### config.mk
export PLATFORM = sky130hd
export DESIGN_NAME = spq_level_unit
export DESIGN_NICKNAME = d
export VERILOG_FILES = /design/src/hw/rtl/spq_pkg.sv /design/src/hw/rtl/spq_level_unit.sv
export SDC_FILE = /design/constraint.sdc
export NUM_CORES = 1
export LEC_CHECK = 0
export BUFFER_PORTS_ARGS = -buffer_cell sky130_fd_sc_hd__buf_2
export CORE_MARGIN = 1
export CORE_UTILIZATION = 47
export DETAILED_ROUTE_END_ITERATION = 12
export MAX_ROUTING_LAYER = met4
export PLACE_DENSITY = 0.9
export SYNTH_ARGS = -nofsm -noshare
export SYNTH_HDL_FRONTEND = slang
export SYNTH_SLANG_ARGS = --single-unit
### constraint.sdc
create_clock -name vclk -period 17.2
set_input_delay 0.86 -clock vclk [all_inputs]
set_output_delay 0.86 -clock vclk [all_outputs]
set_load 0.005 [all_outputs]
### src/hw/rtl/spq_pkg.sv
package spq_pkg;

    localparam int NODE_COUNT = 4096;
    localparam int ADDR_W     = $clog2(NODE_COUNT);
    localparam int MAX_DEPTH  = 16;
    localparam int COORD_W    = 24;
    localparam int OFF_W      = COORD_W + 1;
    localparam int EXT_W      = 5;
    localparam int PAD_W      = 2 ** EXT_W;
    localparam int DEPTH_W    = 5;
    localparam int MASK_W     = 8;
    localparam int CFG_IDX_W  = 2;
    localparam int CNT_W      = $clog2(MASK_W) + 1;

    localparam logic [CFG_IDX_W-1:0] REG_WORLD_MIN_X = 2'd0;
    localparam logic [CFG_IDX_W-1:0] REG_WORLD_MIN_Y = 2'd1;
    localparam logic [CFG_IDX_W-1:0] REG_WORLD_MIN_Z = 2'd2;
    localparam logic [CFG_IDX_W-1:0] REG_EXTENT_LOG2 = 2'd3;

    localparam logic OP_QUERY = 1'b0;
    localparam logic OP_WRITE = 1'b1;

    localparam logic [EXT_W-1:0] EXTENT_RESET = 5'd16;

    typedef logic [ADDR_W-1:0] node_idx_t;

    typedef struct packed {
        node_idx_t         pointer;
        logic [MASK_W-1:0] leaf;
        logic [MASK_W-1:0] valid;
    } desc_t;

    typedef struct packed {
        logic      absent;
        logic      leaf_hit;
        logic      fault;
        node_idx_t next_node;
    } step_res_t;

    typedef enum logic [5:0] {
        ST_IDLE    = 6'b000001,
        ST_BOUND_X = 6'b000010,
        ST_BOUND_Y = 6'b000100,
        ST_BOUND_Z = 6'b001000,
        ST_WALK    = 6'b010000,
        ST_RESULT  = 6'b100000
    } state_t;

endpackage

### src/hw/rtl/spq_level_unit.sv
module spq_level_unit
    import spq_pkg::*;
(
    input  desc_t               desc,
    input  logic [OFF_W-1:0]    off_x,
    input  logic [OFF_W-1:0]    off_y,
    input  logic [OFF_W-1:0]    off_z,
    input  logic [EXT_W-1:0]    extent,
    input  logic [DEPTH_W-1:0]  level,
    output step_res_t           res
);

    logic [PAD_W-1:0]  pad_x;
    logic [PAD_W-1:0]  pad_y;
    logic [PAD_W-1:0]  pad_z;
    logic [EXT_W-1:0]  bit_pos;
    logic              in_range;
    logic [2:0]        child;
    logic [MASK_W-1:0] lower_mask;
    logic [CNT_W-1:0]  count;
    logic [ADDR_W:0]   sum;

    assign pad_x    = PAD_W'(off_x);
    assign pad_y    = PAD_W'(off_y);
    assign pad_z    = PAD_W'(off_z);
    assign in_range = EXT_W'(level) < extent;
    assign bit_pos  = extent - EXT_W'(level) - EXT_W'(1);

    // Levels below the finest lattice bit always take child bit zero.
    assign child[0] = in_range & pad_x[bit_pos];
    assign child[1] = in_range & pad_y[bit_pos];
    assign child[2] = in_range & pad_z[bit_pos];

    assign lower_mask = desc.valid & ~desc.leaf & ((MASK_W'(1) << child) - MASK_W'(1));

    always_comb
    begin
        count = '0;
        for (int i = 0; i < MASK_W; i++)
        begin
            count = count + CNT_W'(lower_mask[i]);
        end
    end

    assign sum = {1'b0, desc.pointer} + (ADDR_W + 1)'(count);

    assign res.absent    = !desc.valid[child];
    assign res.leaf_hit  = desc.leaf[child];
    assign res.fault     = sum >= (ADDR_W + 1)'(NODE_COUNT);
    assign res.next_node = sum[ADDR_W-1:0];

endmodule

Word-level counts from Yosys, hierarchy flattened
Cells that the tools add are included.
- register bits: 0
- bits of input ports: 113
- output and inout port bits: 15
- word-level logic and storage cells: 33
- add/sub/neg operators: 11
- magnitude comparators: 4
- shifts and indexed selects: 1
- muxes and demuxes: 10
- bitwise logic cells: 6
- reductions and logical operators: 1
- operators by type and width (kind ; number):
    adder 4 x 1 -> 4 bit ; 4
    AND 8 bit ; 2
    binary-select mux 1 bit (select 5 bit) ; 3
    adder 12 x 4 -> 13 bit ; 1
    greater-or-equal comparator 13 bit (second input constant) ; 1
    inverter 8 bit ; 1
    << shifter 1 x 3 -> 8 bit (first input constant) ; 1
    subtractor 8 x 1 -> 8 bit (second input constant) ; 1
    binary-select mux 1 bit (select 3 bit) ; 2
    less-than comparator 5 x 6 -> 1 bit (second input constant) ; 1
    less-than comparator 5 bit ; 1
    two-way mux 1 bit ; 5
    subtractor 5 x 1 -> 5 bit (second input constant) ; 1
    subtractor 5 bit ; 1
    adder 3 x 1 -> 4 bit ; 1
    less-than comparator 3 x 4 -> 1 bit (second input constant) ; 1
    adder 2 x 1 -> 3 bit ; 1
    AND 1 bit ; 3
    adder 1 x 1 -> 2 bit ; 1
    zero test 1 bit ; 1

Logic depth before layout (Yosys ltp)
- depth after elaboration: 17
- mapped depth: 31
- gate-level depth less buffers: 26

Worst setup path after synthesis
No wires, ideal clock.
- path kind: in2out
- from: in extent[1]
- to: out res[8] (netlist bit)
- arrival time: 7220 ps
- required time: 16340 ps
- slack: 9120 ps
- stages on the path: 27
- path buffers: 2
- cells stage by stage: inv_1 -> ha_1 -> a21o_4 -> xor2_2 -> mux4_1 -> mux2_2 -> o211ai_1 -> or2_1 -> clkbuf_1 -> and2_1 -> nand2_1 -> ha_1 -> buf_1 -> or4_1 -> a211oi_1 -> fa_1 -> inv_1 -> fa_1 -> inv_1 -> fa_1 -> fa_1 -> fa_1 -> a21o_1 -> a21oi_1 -> nor2b_1 -> nand4_1 -> xnor2_1
- RTL lines (item ; RTL line ; RTL):
    start: declaration ; spq_level_unit.sv:8 ; input logic [EXT_W-1:0] extent,
    end: declaration ; spq_level_unit.sv:10 ; output step_res_t res

==> parameters.txt <==
Parameter                              Value

Status
  Status ... complete, no violations

Routing
  Count of antenna-violating nets left after detailed routing ... 0
  Initial DRT Pass Iterations ... 4
  Total Wirelength ... 4970 um
  Total number of vias ... approximately 2,100
  Drt drc ... 0
  Routed length per instance ... ~14 um
  Vias per cell ... 5.65
  Initial drt markers ... 162

Synth
  Top post-synthesis cells by count ... 20 x sky130_fd_sc_hd__inv_1, 18 x sky130_fd_sc_hd__nand2_1, 16 x sky130_fd_sc_hd__ha_1
  Top cell type by total area after synthesis ... sky130_fd_sc_hd__mux4_1
  Register area share after synthesis ... 0%
  Top cells by area, synth ... sky130_fd_sc_hd__mux4_1 14%, sky130_fd_sc_hd__ha_1 11%, sky130_fd_sc_hd__mux4_2 8.7%
  Mapped Nets ... 334
  Number of distinct library cells after synthesis ... 58
  Share of the synthesized area in the top cell type ... 14.5%
  Cell with the most instances after synthesis ... sky130_fd_sc_hd__inv_1
  Yosys warning total ... 0
  Synth Cell Area ... between 1500 and 2000 um^2
  Number of instances in the synthesized netlist ... 200
  Syn Area/Cell ... 9.08 um^2

Final layout
  Sequential cells ... 0
  Fin area ... roughly 2400 um^2
  Diode count ... 0
  Relative area change from synthesis to final layout ... 33.6%
  Number of nets in the layout ... 453
  Footprint of the flip-flops and latches ... 0 um^2
  Count of non-filler cells in the finished layout ... ~370
  Clkbuf count ... 0
  Fin util ... 65.8%
  Layout cells sized above 1 ... 46.4%
  Fill cell count ... approximately 330

Pwr
  Overall power of the completed layout ... 0.128 mW
  Highest ir drop seen on vdd ... ~0.000026 V
  Total power divided by cell area ... 52.9 nW/um^2
  Pleak ... 1.29 nW

Global routing
  GR Layer Usage met1 ... between 20 and 30%
  First-pass GRT wire length ... 8020 um
  Global routing met2 resource utilization ... 47.2%
  Largest net degree at the start of global routing ... 24
  Grt peak-use layer ... met2
  Met3 track demand over resource ... less than 1%
  Total Routing Usage GR ... 24.6%
  Antenna violations before repair ... 0
  GR Overflow Total ... 0
  Via count of the first global-routing pass ... 1,951

STA
  Max-Slew Margin vs Limit ... 34.1%
  Setup repair after global routing missed its margin ... false
  Clock period minus final worst setup slack ... roughly 9.5 ns
  Fin. Hold Viols ... 0
  Endpoints failing setup ... 0
  Worst Slack Setup Final ... 7.66 ns
  Max Slew Vio Count ... 0
  Setup TNS ... 0 ns
  Maximum clock frequency ... 105 MHz
  Final hold slack ... 1.99 ns
  Share of the clock period used by the worst path ... a little under three fifths
  Slew of the pin with the lowest slew margin ... 0.989 ns

Floorplanning
  Initial core utilization ... 49.2%
  Floorplan core area ... 3690 um^2
  FP Rows ... 22
  Die footprint ... 4120 um^2
  Die X-Extent ... approximately 64 um
  Ports ... 128
  Die height ... 64.2 um

Setup path
  Family with the most delay on the worst path ... adder cells
  Slowest cell on crit path ... sky130_fd_sc_hd__ha_1
  Data arrival time of the critical path ... 8.68 ns
  Startpoint type of the worst setup path ... input pin
  Maximum fanout along the worst path ... 23
  Crit path required time ... between 15 and 20 ns
  Buf+Inv Stages, Crit Path ... 5
  Largest stage delay, worst path ... about 0.94 ns
  Sort of element at the end of the critical path ... primary output
  Crit path top cell by count ... sky130_fd_sc_hd__fa_1
  Crit Path Class ... input pin to primary output

Place
  IO Port Bufs ... around 130
  Cell area after placement ... approximately 2400 um^2
  Routability cong. ... 0.907
  Dpl cells ... 365
  Post-Place Setup Slack ... between 7 and 8 ns
  Half-perimeter wire length of the detailed placement result ... 4360 um

Clock network
  Resized Gates After CTS ... 0
  # Post-CTS Setup Buffers ... 0
  Hold buffer count at CTS ... 0

Hold path
  Worst min-delay path class ... input pin to primary output

Run
  Count of max-cap constraint violations ... 0
-- cell type report --
type	count	area (um^2)	share of cell area, %
timing repair buffer	129	648	26.7
tap	48	60.1	2.48
inverter	20	75.1	3.09
multi-input combinational	168	1640	67.7
-- worst paths after layout --
path	from	to	slack, ns	cells after the start
worst max-delay path	level[0]	res[8]	7.66	25
worst min-delay path	desc[27]	res[11]	1.99	3
-- power by group --
part,leakage [nW],switching [mW],internal [mW]
clock network,0,0,0
logic,1.29,0.0659,0.0624
registers,0,0,0
total,1.29,0.0659,0.0624
-- per-layer routing --
metal | up-vias | share of wire, % | wire length [um]
met4 | 0 | 1.3 | 66
li1 | 1006 | - | -
met2 | 106 | 53 | 2640
met5 | - | 0 | 0
met3 | 6 | 6.3 | 313
met1 | 943 | 39 | 1950
-- cells by family after synthesis --
family                     synth area share, %
AOI/OAI and AO/OA                         20.4
xor gates and xnor gates                  7.72
adders and majority gates                 16.5
buffers and inverters                     9.51
muxes                                     26.6
other                                    0.207
and+or+nand+nor                           19.0
-- layout by cell type (no fill, tap or decap), drive strengths merged, types with 3 or more instances in the layout --
cell type and instances:
a211oi 4, inv 20, a211o 3, a2111oi 4, a21o 4, or4 3, nor3 7, and3 3
xnor2 8, nor2 8, nand3 6, nor2b 6, buf 129, xor2 5, mux2i 4, nand2 18
a21oi 5, o2111a 4, mux4 17, ha 16, o21ai 7, fa 5
Power figures use the tool's default switching activity.
