`config.mk`:
```
export PLATFORM = sky130hd
export DESIGN_NAME = spq_bound_unit
export DESIGN_NICKNAME = d
export VERILOG_FILES = /design/src/hw/rtl/spq_pkg.sv /design/src/hw/rtl/spq_bound_unit.sv
export SDC_FILE = /design/constraint.sdc
export NUM_CORES = 1
export LEC_CHECK = 0
export BUFFER_PORTS_ARGS = -buffer_cell sky130_fd_sc_hd__buf_2
export CAP_MARGIN = 20
export CORE_ASPECT_RATIO = 0.7
export CORE_MARGIN = 8
export CORE_UTILIZATION = 30
export DETAILED_ROUTE_END_ITERATION = 6
export PLACE_DENSITY_LB_ADDON = 0.25
export REMOVE_ABC_BUFFERS = 1
export SLEW_MARGIN = 5
export SYNTH_ARGS = -nofsm -noshare
export SYNTH_HDL_FRONTEND = slang
export SYNTH_SLANG_ARGS = --single-unit
```
`constraint.sdc`:
```
create_clock -name vclk -period 3.9
set_input_delay 0.195 -clock vclk [all_inputs]
set_output_delay 0.195 -clock vclk [all_outputs]
set_load 0.03 [all_outputs]
```
`src/hw/rtl/spq_pkg.sv`:
```
package spq_pkg;

    localparam int NODE_COUNT = 4096;
    localparam int ADDR_W     = $clog2(NODE_COUNT);
    localparam int MAX_DEPTH  = 16;
    localparam int COORD_W    = 24;
    localparam int OFF_W      = COORD_W + 1;
    localparam int EXT_W      = 5;
    localparam int PAD_W      = 2 ** EXT_W;
    localparam int DEPTH_W    = 5;
    localparam int MASK_W     = 8;
    localparam int CFG_IDX_W  = 2;
    localparam int CNT_W      = $clog2(MASK_W) + 1;

    localparam logic [CFG_IDX_W-1:0] REG_WORLD_MIN_X = 2'd0;
    localparam logic [CFG_IDX_W-1:0] REG_WORLD_MIN_Y = 2'd1;
    localparam logic [CFG_IDX_W-1:0] REG_WORLD_MIN_Z = 2'd2;
    localparam logic [CFG_IDX_W-1:0] REG_EXTENT_LOG2 = 2'd3;

    localparam logic OP_QUERY = 1'b0;
    localparam logic OP_WRITE = 1'b1;

    localparam logic [EXT_W-1:0] EXTENT_RESET = 5'd16;

    typedef logic [ADDR_W-1:0] node_idx_t;

    typedef struct packed {
        node_idx_t         pointer;
        logic [MASK_W-1:0] leaf;
        logic [MASK_W-1:0] valid;
    } desc_t;

    typedef struct packed {
        logic      absent;
        logic      leaf_hit;
        logic      fault;
        node_idx_t next_node;
    } step_res_t;

    typedef enum logic [5:0] {
        ST_IDLE    = 6'b000001,
        ST_BOUND_X = 6'b000010,
        ST_BOUND_Y = 6'b000100,
        ST_BOUND_Z = 6'b001000,
        ST_WALK    = 6'b010000,
        ST_RESULT  = 6'b100000
    } state_t;

endpackage

```
`src/hw/rtl/spq_bound_unit.sv`:
```
module spq_bound_unit
    import spq_pkg::*;
(
    input  logic [COORD_W-1:0] pos,
    input  logic [COORD_W-1:0] lo,
    input  logic [EXT_W-1:0]   extent,
    output logic [OFF_W-1:0]   offset,
    output logic               in_cube
);

    logic [OFF_W:0] diff;

    // Both operands are sign-extended by two bits, so the difference never wraps.
    assign diff    = {{2{pos[COORD_W-1]}}, pos} - {{2{lo[COORD_W-1]}}, lo};
    assign offset  = diff[OFF_W-1:0];
    assign in_cube = !diff[OFF_W] && ((offset >> extent) == '0);

endmodule

```
# --- Word-level counts from Yosys, hierarchy flattened ---
# Cells that the tools add are included.
word_totals:
  regBits: 0
  in_bits: 53
  output_inout_bits: 26
  elab_cells: 5
classes:
  addsub: 1
  shifts: 1
  reduce_logical: 3
op_table:
  columns: ["operator", "count"]
  rows:
  - ["$logic_not A25 Y1", 1]
  - ["$shr A25 B5 Y25", 1]
  - ["$sub A24 B24 Y25", 1]
  - ["$logic_and A1 B1 Y1", 1]
  - ["$logic_not A1 Y1", 1]

# --- Longest topological paths before layout ---
logic_depth:
  depth_word: 4
  mapped_depth: 14
  mapped_depth_nobuf: 13

# --- Least setup slack after synthesis ---
# OpenSTA, ideal clock, no wires.
synth_timing:
  kind: "input-to-output"
  from: "in pos[0]"
  to: "out in_cube"
  t_arrival_ns: 3.639
  required_ns: 3.705
  path_slack_ns: 0.066
  path_stages: 13
  path_buffers: 0
  path_cell_list: "inv_1 -> ha_1 -> fa_1 -> nand2b_2 -> a211oi_4 -> o21ai_1 -> and2_4 -> a2111o_1 -> a2111oi_2 -> o21ai_1 -> o22ai_1 -> o2111ai_1 -> o31ai_1"
synth_via:
  elab_chain_cells: 4
  word_cells_on_any_way: 5
  cone_classes: "add/sub: 1; shift: 1; reduce/logical: 3"
synth_lines:
  columns: ["element", "line", "text"]
  rows:
  - ["start: declaration", "spq_bound_unit.sv:4", "input logic [COORD_W-1:0] pos,"]
  - ["$sub A24 B24 Y25", "spq_bound_unit.sv:14", "assign diff = {{2{pos[COORD_W-1]}}, pos} - {{2{lo[COORD_W-1]}}, lo};"]
  - ["named net offset[6]", "spq_bound_unit.sv:7", "output logic [OFF_W-1:0] offset,"]
  - ["$shr A25 B5 Y25", "spq_bound_unit.sv:16", "assign in_cube = !diff[OFF_W] && ((offset >> extent) == '0);"]
  - ["$logic_not A25 Y1", "spq_bound_unit.sv:16", null]
  - ["$logic_and A1 B1 Y1", "spq_bound_unit.sv:16", null]
  - ["end: declaration", "spq_bound_unit.sv:8", "output logic in_cube"]
# The timed path passes the listed nets, and every way through them passes these cells.

# --- Worst setup path in the final report ---
layout_timing:
  from: "in pos[0]"
  to: "out in_cube"
layout_via:
  elab_chain_cells: 4
  word_cells_on_any_way: 5
  cone_classes: "add/sub: 1; shift: 1; reduce/logical: 3"
layout_lines:
  columns: ["element", "line"]
  rows:
  - ["$sub A24 B24 Y25 *", "spq_bound_unit.sv:14"]
  - ["$shr A25 B5 Y25", "spq_bound_unit.sv:16"]
  - ["$logic_not A25 Y1", "spq_bound_unit.sv:16"]
  - ["$logic_and A1 B1 Y1 *", "spq_bound_unit.sv:16"]
# Every way passes the cells marked *; elsewhere a longest branch is shown, timed or not.

==> tab_implementation.tex <==
\begin{tabular}{lr}
\hline
Metric & Value \\
\hline
\multicolumn{2}{l}{\textbf{Global route}} \\
Aggregate global-route resource usage & 0.1392 \\
Maximum number of pins on one net before global-route repair & 21 \\
Initial antenna violation count & 0 \\
Global-route wire length before repair & 12.67 mm \\
Global-route congestion overflow total & 0 \\
Number of global-route vias before repair & 2,621 \\
\multicolumn{2}{l}{\textbf{Power and ir drop}} \\
Logic gate share of total power & 1.000 \\
Switching Power & 0.0004019 W \\
Sequential share of power & 0 \\
Fraction of power spent switching nets & 0.6503 \\
Pwr Density & 223.1 nW/um\^{}2 \\
Peak ir drop on the vdd network & 83.65 uV \\
Leak & 1.307 nW \\
Int Pwr & 0.0002162 W \\
Final Power & 0.0006181 W \\
Clock group share of total power & 0 \\
\multicolumn{2}{l}{\textbf{Synthesis}} \\
Sequential share of the synthesized area & 0 \\
Cell Area, Synth & 2228 sq um \\
Synth warn & 0 \\
Cell count after synthesis & 345 \\
Area share of the leading cell type in the synthesized netlist & 0.1348 \\
Yosys cell types & 63 \\
Avg Inst Size Synth & 6.459 sq um \\
Cell taking the most area after synthesis & sky130\_fd\_sc\_hd\_\_ha\_1 \\
Leading cell types by total area after synthesis & sky130\_fd\_sc\_hd\_\_ha\_1 13\%, sky130\_fd\_sc\_hd\_\_a21oi\_1 8.3\%, sky130\_fd\_sc\_hd\_\_inv\_1 6.9\% \\
\multicolumn{2}{l}{\textbf{Routing}} \\
Per-cell routed wire length & 14.92 um \\
Ratio of routed vias to standard cells & 5.485 \\
Via count & 2,814 \\
Final routed wirelength across all metal layers & 7.655 mm \\
DRC viols & 0 \\
Initial DRC count & 169 \\
Pre-antenna DRT Iters & 4 \\
Remaining number of nets flagged by the antenna check after routing & 0 \\
\multicolumn{2}{l}{\textbf{Timing}} \\
Max Transition Viols Final & 0 \\
Smallest hold slack & 0.7888 ns \\
Final critical-path required period & 3.684 ns \\
Final setup viols & 0 \\
Transition time of the tightest slew-check pin & 0.6154 ns \\
Final count of hold timing violations & 0 \\
Relative slew slack & 0.5866 \\
RSZ-0062 raised after global routing & no \\
Setup\_tns & 0 ns \\
Post-route clock period utilization & 0.9446 \\
Maximum clock rate & 271.5 MHz \\
\multicolumn{2}{l}{\textbf{Run status}} \\
Run status & finished clean \\
\multicolumn{2}{l}{\textbf{Setup path}} \\
Library cell contributing the largest single delay on the critical path & sky130\_fd\_sc\_hd\_\_a2111oi\_4 \\
Worst path bufs/invs & 4 \\
Maximum single-stage delay on the critical path & 0.41 ns \\
Arrival time reported for the critical path endpoint & 3.49 ns \\
Levels on crit path & 16 \\
Data required time of the worst path & 3.70 ns \\
CP Max Fanout & 5 \\
Category of the critical setup timing path & input port to primary output \\
Ordered cell list for the critical path & buf\_2 > inv\_1 > ha\_1 > fa\_2 > nand2b\_2 > a211oi\_4 > buf\_4 > o31ai\_1 > mux2i\_1 > o2111ai\_2 > a2111oi\_4 > o21ai\_1 > o22ai\_1 > o2111ai\_1 > o31ai\_1 > buf\_4 \\
Dominant delay contributor by cell family on the critical path & compound AO/OA/AOI/OAI gates \\
Crit start category & input port \\
Crit. End Element & primary output \\
\multicolumn{2}{l}{\textbf{Finish}} \\
Synthesis-to-layout area growth & 24.31\% \\
Most common cell after layout, fill and taps aside & sky130\_fd\_sc\_hd\_\_buf\_2 \\
Sequential cell area in the final layout & 0 sq um \\
Share of layout cells above drive strength 1 & 0.2506 \\
Antenna diode count & 0 \\
Count of clock buffers in the final design & 0 \\
Filler cell count in the final layout & 803 \\
Most frequent cells in the layout & 78 x sky130\_fd\_sc\_hd\_\_buf\_2, 41 x sky130\_fd\_sc\_hd\_\_inv\_1, 36 x sky130\_fd\_sc\_hd\_\_a21oi\_1, 25 x sky130\_fd\_sc\_hd\_\_nand2\_1, 24 x sky130\_fd\_sc\_hd\_\_ha\_1 \\
Sequential cell count & 0 \\
Post-layout net count & 495 \\
\multicolumn{2}{l}{\textbf{Run}} \\
Max-cap violation count & 0 \\
\multicolumn{2}{l}{\textbf{Placement}} \\
IO Port Bufs & 79 \\
Routability congestion estimate from global placement & 0.8923 \\
DPL Wire Length & 6.579 mm \\
\multicolumn{2}{l}{\textbf{Die}} \\
FP Rows & 26 \\
Initial core utilization & 0.3072 \\
Placeable core region & 7254 sq um \\
Floorplan die height & 88.11 um \\
I/O Pins & 79 \\
Die Wd & 119.0 um \\
Die Area & 10,490 sq um \\
\multicolumn{2}{l}{\textbf{Min path}} \\
Cells on Worst Hold Path & 4 \\
Class of the tightest hold or removal check & input port to primary output \\
\multicolumn{2}{l}{\textbf{Clocking}} \\
Hold buffer count at CTS & 0 \\
\hline
\end{tabular}
==> through the flow <==
step | instances | utilization | setup WS [ns] | area [sq um]
global placement | 512 | 0.3753 | 0.2362 | 2723
global route | 513 | 0.3819 | 0.01185 | 2770
CTS | 512 | 0.3753 | 0.1379 | 2723
detailed placement | 512 | 0.3753 | 0.1573 | 2723
finish | 513 | 0.3819 | 0.2161 | 2770
floorplan | 329 | - | 0.06342 | 2160
==> timing repair <==
| item | 4_1_cts | 5_1_grt |
|---|---|---|
| endpoints found under the hold margin | 0 | 0 |
| endpoints found under the setup margin | 0 | 1 |
| resized for setup | 0 | 7 |
| buffers inserted | 0 | 1 |
==> path summary, 6_finish.rpt <==
check                 end  startpoint  slack (ns)
setup / recovery  in_cube      pos[0]        0.22
hold / removal    in_cube   extent[4]        0.79
==> power by group through the flow <==
stage	logic, W	registers (W)	clock network (W)
after global routing	0.000676	0	0
after global placement	0.000601	0	0
after floorplan	0.000425	0	0
after CTS	0.000608	0	0
after detailed placement	0.000605	0	0
final	0.000618	0	0
==> cells in the mapped netlist (2+ instances only) <==
cell type	number
sky130_fd_sc_hd__inv_1	41
sky130_fd_sc_hd__a21oi_1	37
sky130_fd_sc_hd__nand2_1	25
sky130_fd_sc_hd__ha_1	24
sky130_fd_sc_hd__nor2_1	19
sky130_fd_sc_hd__o21ai_0	14
sky130_fd_sc_hd__nor3_1	12
sky130_fd_sc_hd__a21o_1	10
sky130_fd_sc_hd__clkbuf_1	9
sky130_fd_sc_hd__nand3_1	9
sky130_fd_sc_hd__o211ai_1	9
sky130_fd_sc_hd__and2_1	8
sky130_fd_sc_hd__buf_2	7
sky130_fd_sc_hd__a211oi_1	6
sky130_fd_sc_hd__a31oi_1	6
sky130_fd_sc_hd__o21ai_1	6
sky130_fd_sc_hd__o31ai_1	6
sky130_fd_sc_hd__and4_1	5
sky130_fd_sc_hd__nand2b_1	5
sky130_fd_sc_hd__nand4_1	5
sky130_fd_sc_hd__or3_1	5
sky130_fd_sc_hd__xor2_1	5
sky130_fd_sc_hd__a2111oi_2	4
sky130_fd_sc_hd__and3_1	4
sky130_fd_sc_hd__mux2i_1	4
sky130_fd_sc_hd__nor2b_1	4
sky130_fd_sc_hd__o2111ai_1	4
sky130_fd_sc_hd__xnor2_1	4
sky130_fd_sc_hd__a211o_1	3
sky130_fd_sc_hd__nor4_1	3
sky130_fd_sc_hd__o21a_1	3
sky130_fd_sc_hd__a22oi_1	2
sky130_fd_sc_hd__a32oi_1	2
sky130_fd_sc_hd__nor2_2	2
sky130_fd_sc_hd__nor3b_1	2
sky130_fd_sc_hd__o221ai_1	2
sky130_fd_sc_hd__o2bb2ai_1	2
sky130_fd_sc_hd__o311a_1	2
==> layout make-up <==
type               count  area, sq um  share of cell area
inverters             42        157.7             0.05691
repair buffers        86        450.4              0.1626
multi-input cells    287         2039              0.7362
well taps             98        122.6             0.04426
==> logic make-up (layout without fill, tap and decap cells) <==
| kind of cell | count (synthesis) | after routing | share of synthesized area |
|---|---|---|---|
| AOI/OAI and AO/OA | 137 | 137 | 0.4380 |
| xor gates and xnor gates | 9 | 9 | 0.03537 |
| adders and majority gates | 25 | 25 | 0.1437 |
| buffers and inverters | 58 | 128 | 0.1016 |
| muxes | 4 | 4 | 0.01797 |
| and+or+nand+nor | 112 | 112 | 0.2633 |
==> routing by layer <==
metal	routed length, um	global-route usage	vias to the layer above
met1	4272	0.2138	1289
met5	0	0	-
met2	3084	0.2135	75
li1	-	-	1450
met3	298	0.009659	0
met4	0	0.003429	0
==> tightest hold or removal path, cell delays in order <==
cell,delay [ns]
sky130_fd_sc_hd__buf_2,0.09
sky130_fd_sc_hd__o211ai_1,0.08
sky130_fd_sc_hd__o31ai_1,0.07
sky130_fd_sc_hd__buf_4,0.16
No activity file was read; power rests on OpenSTA's default activity.
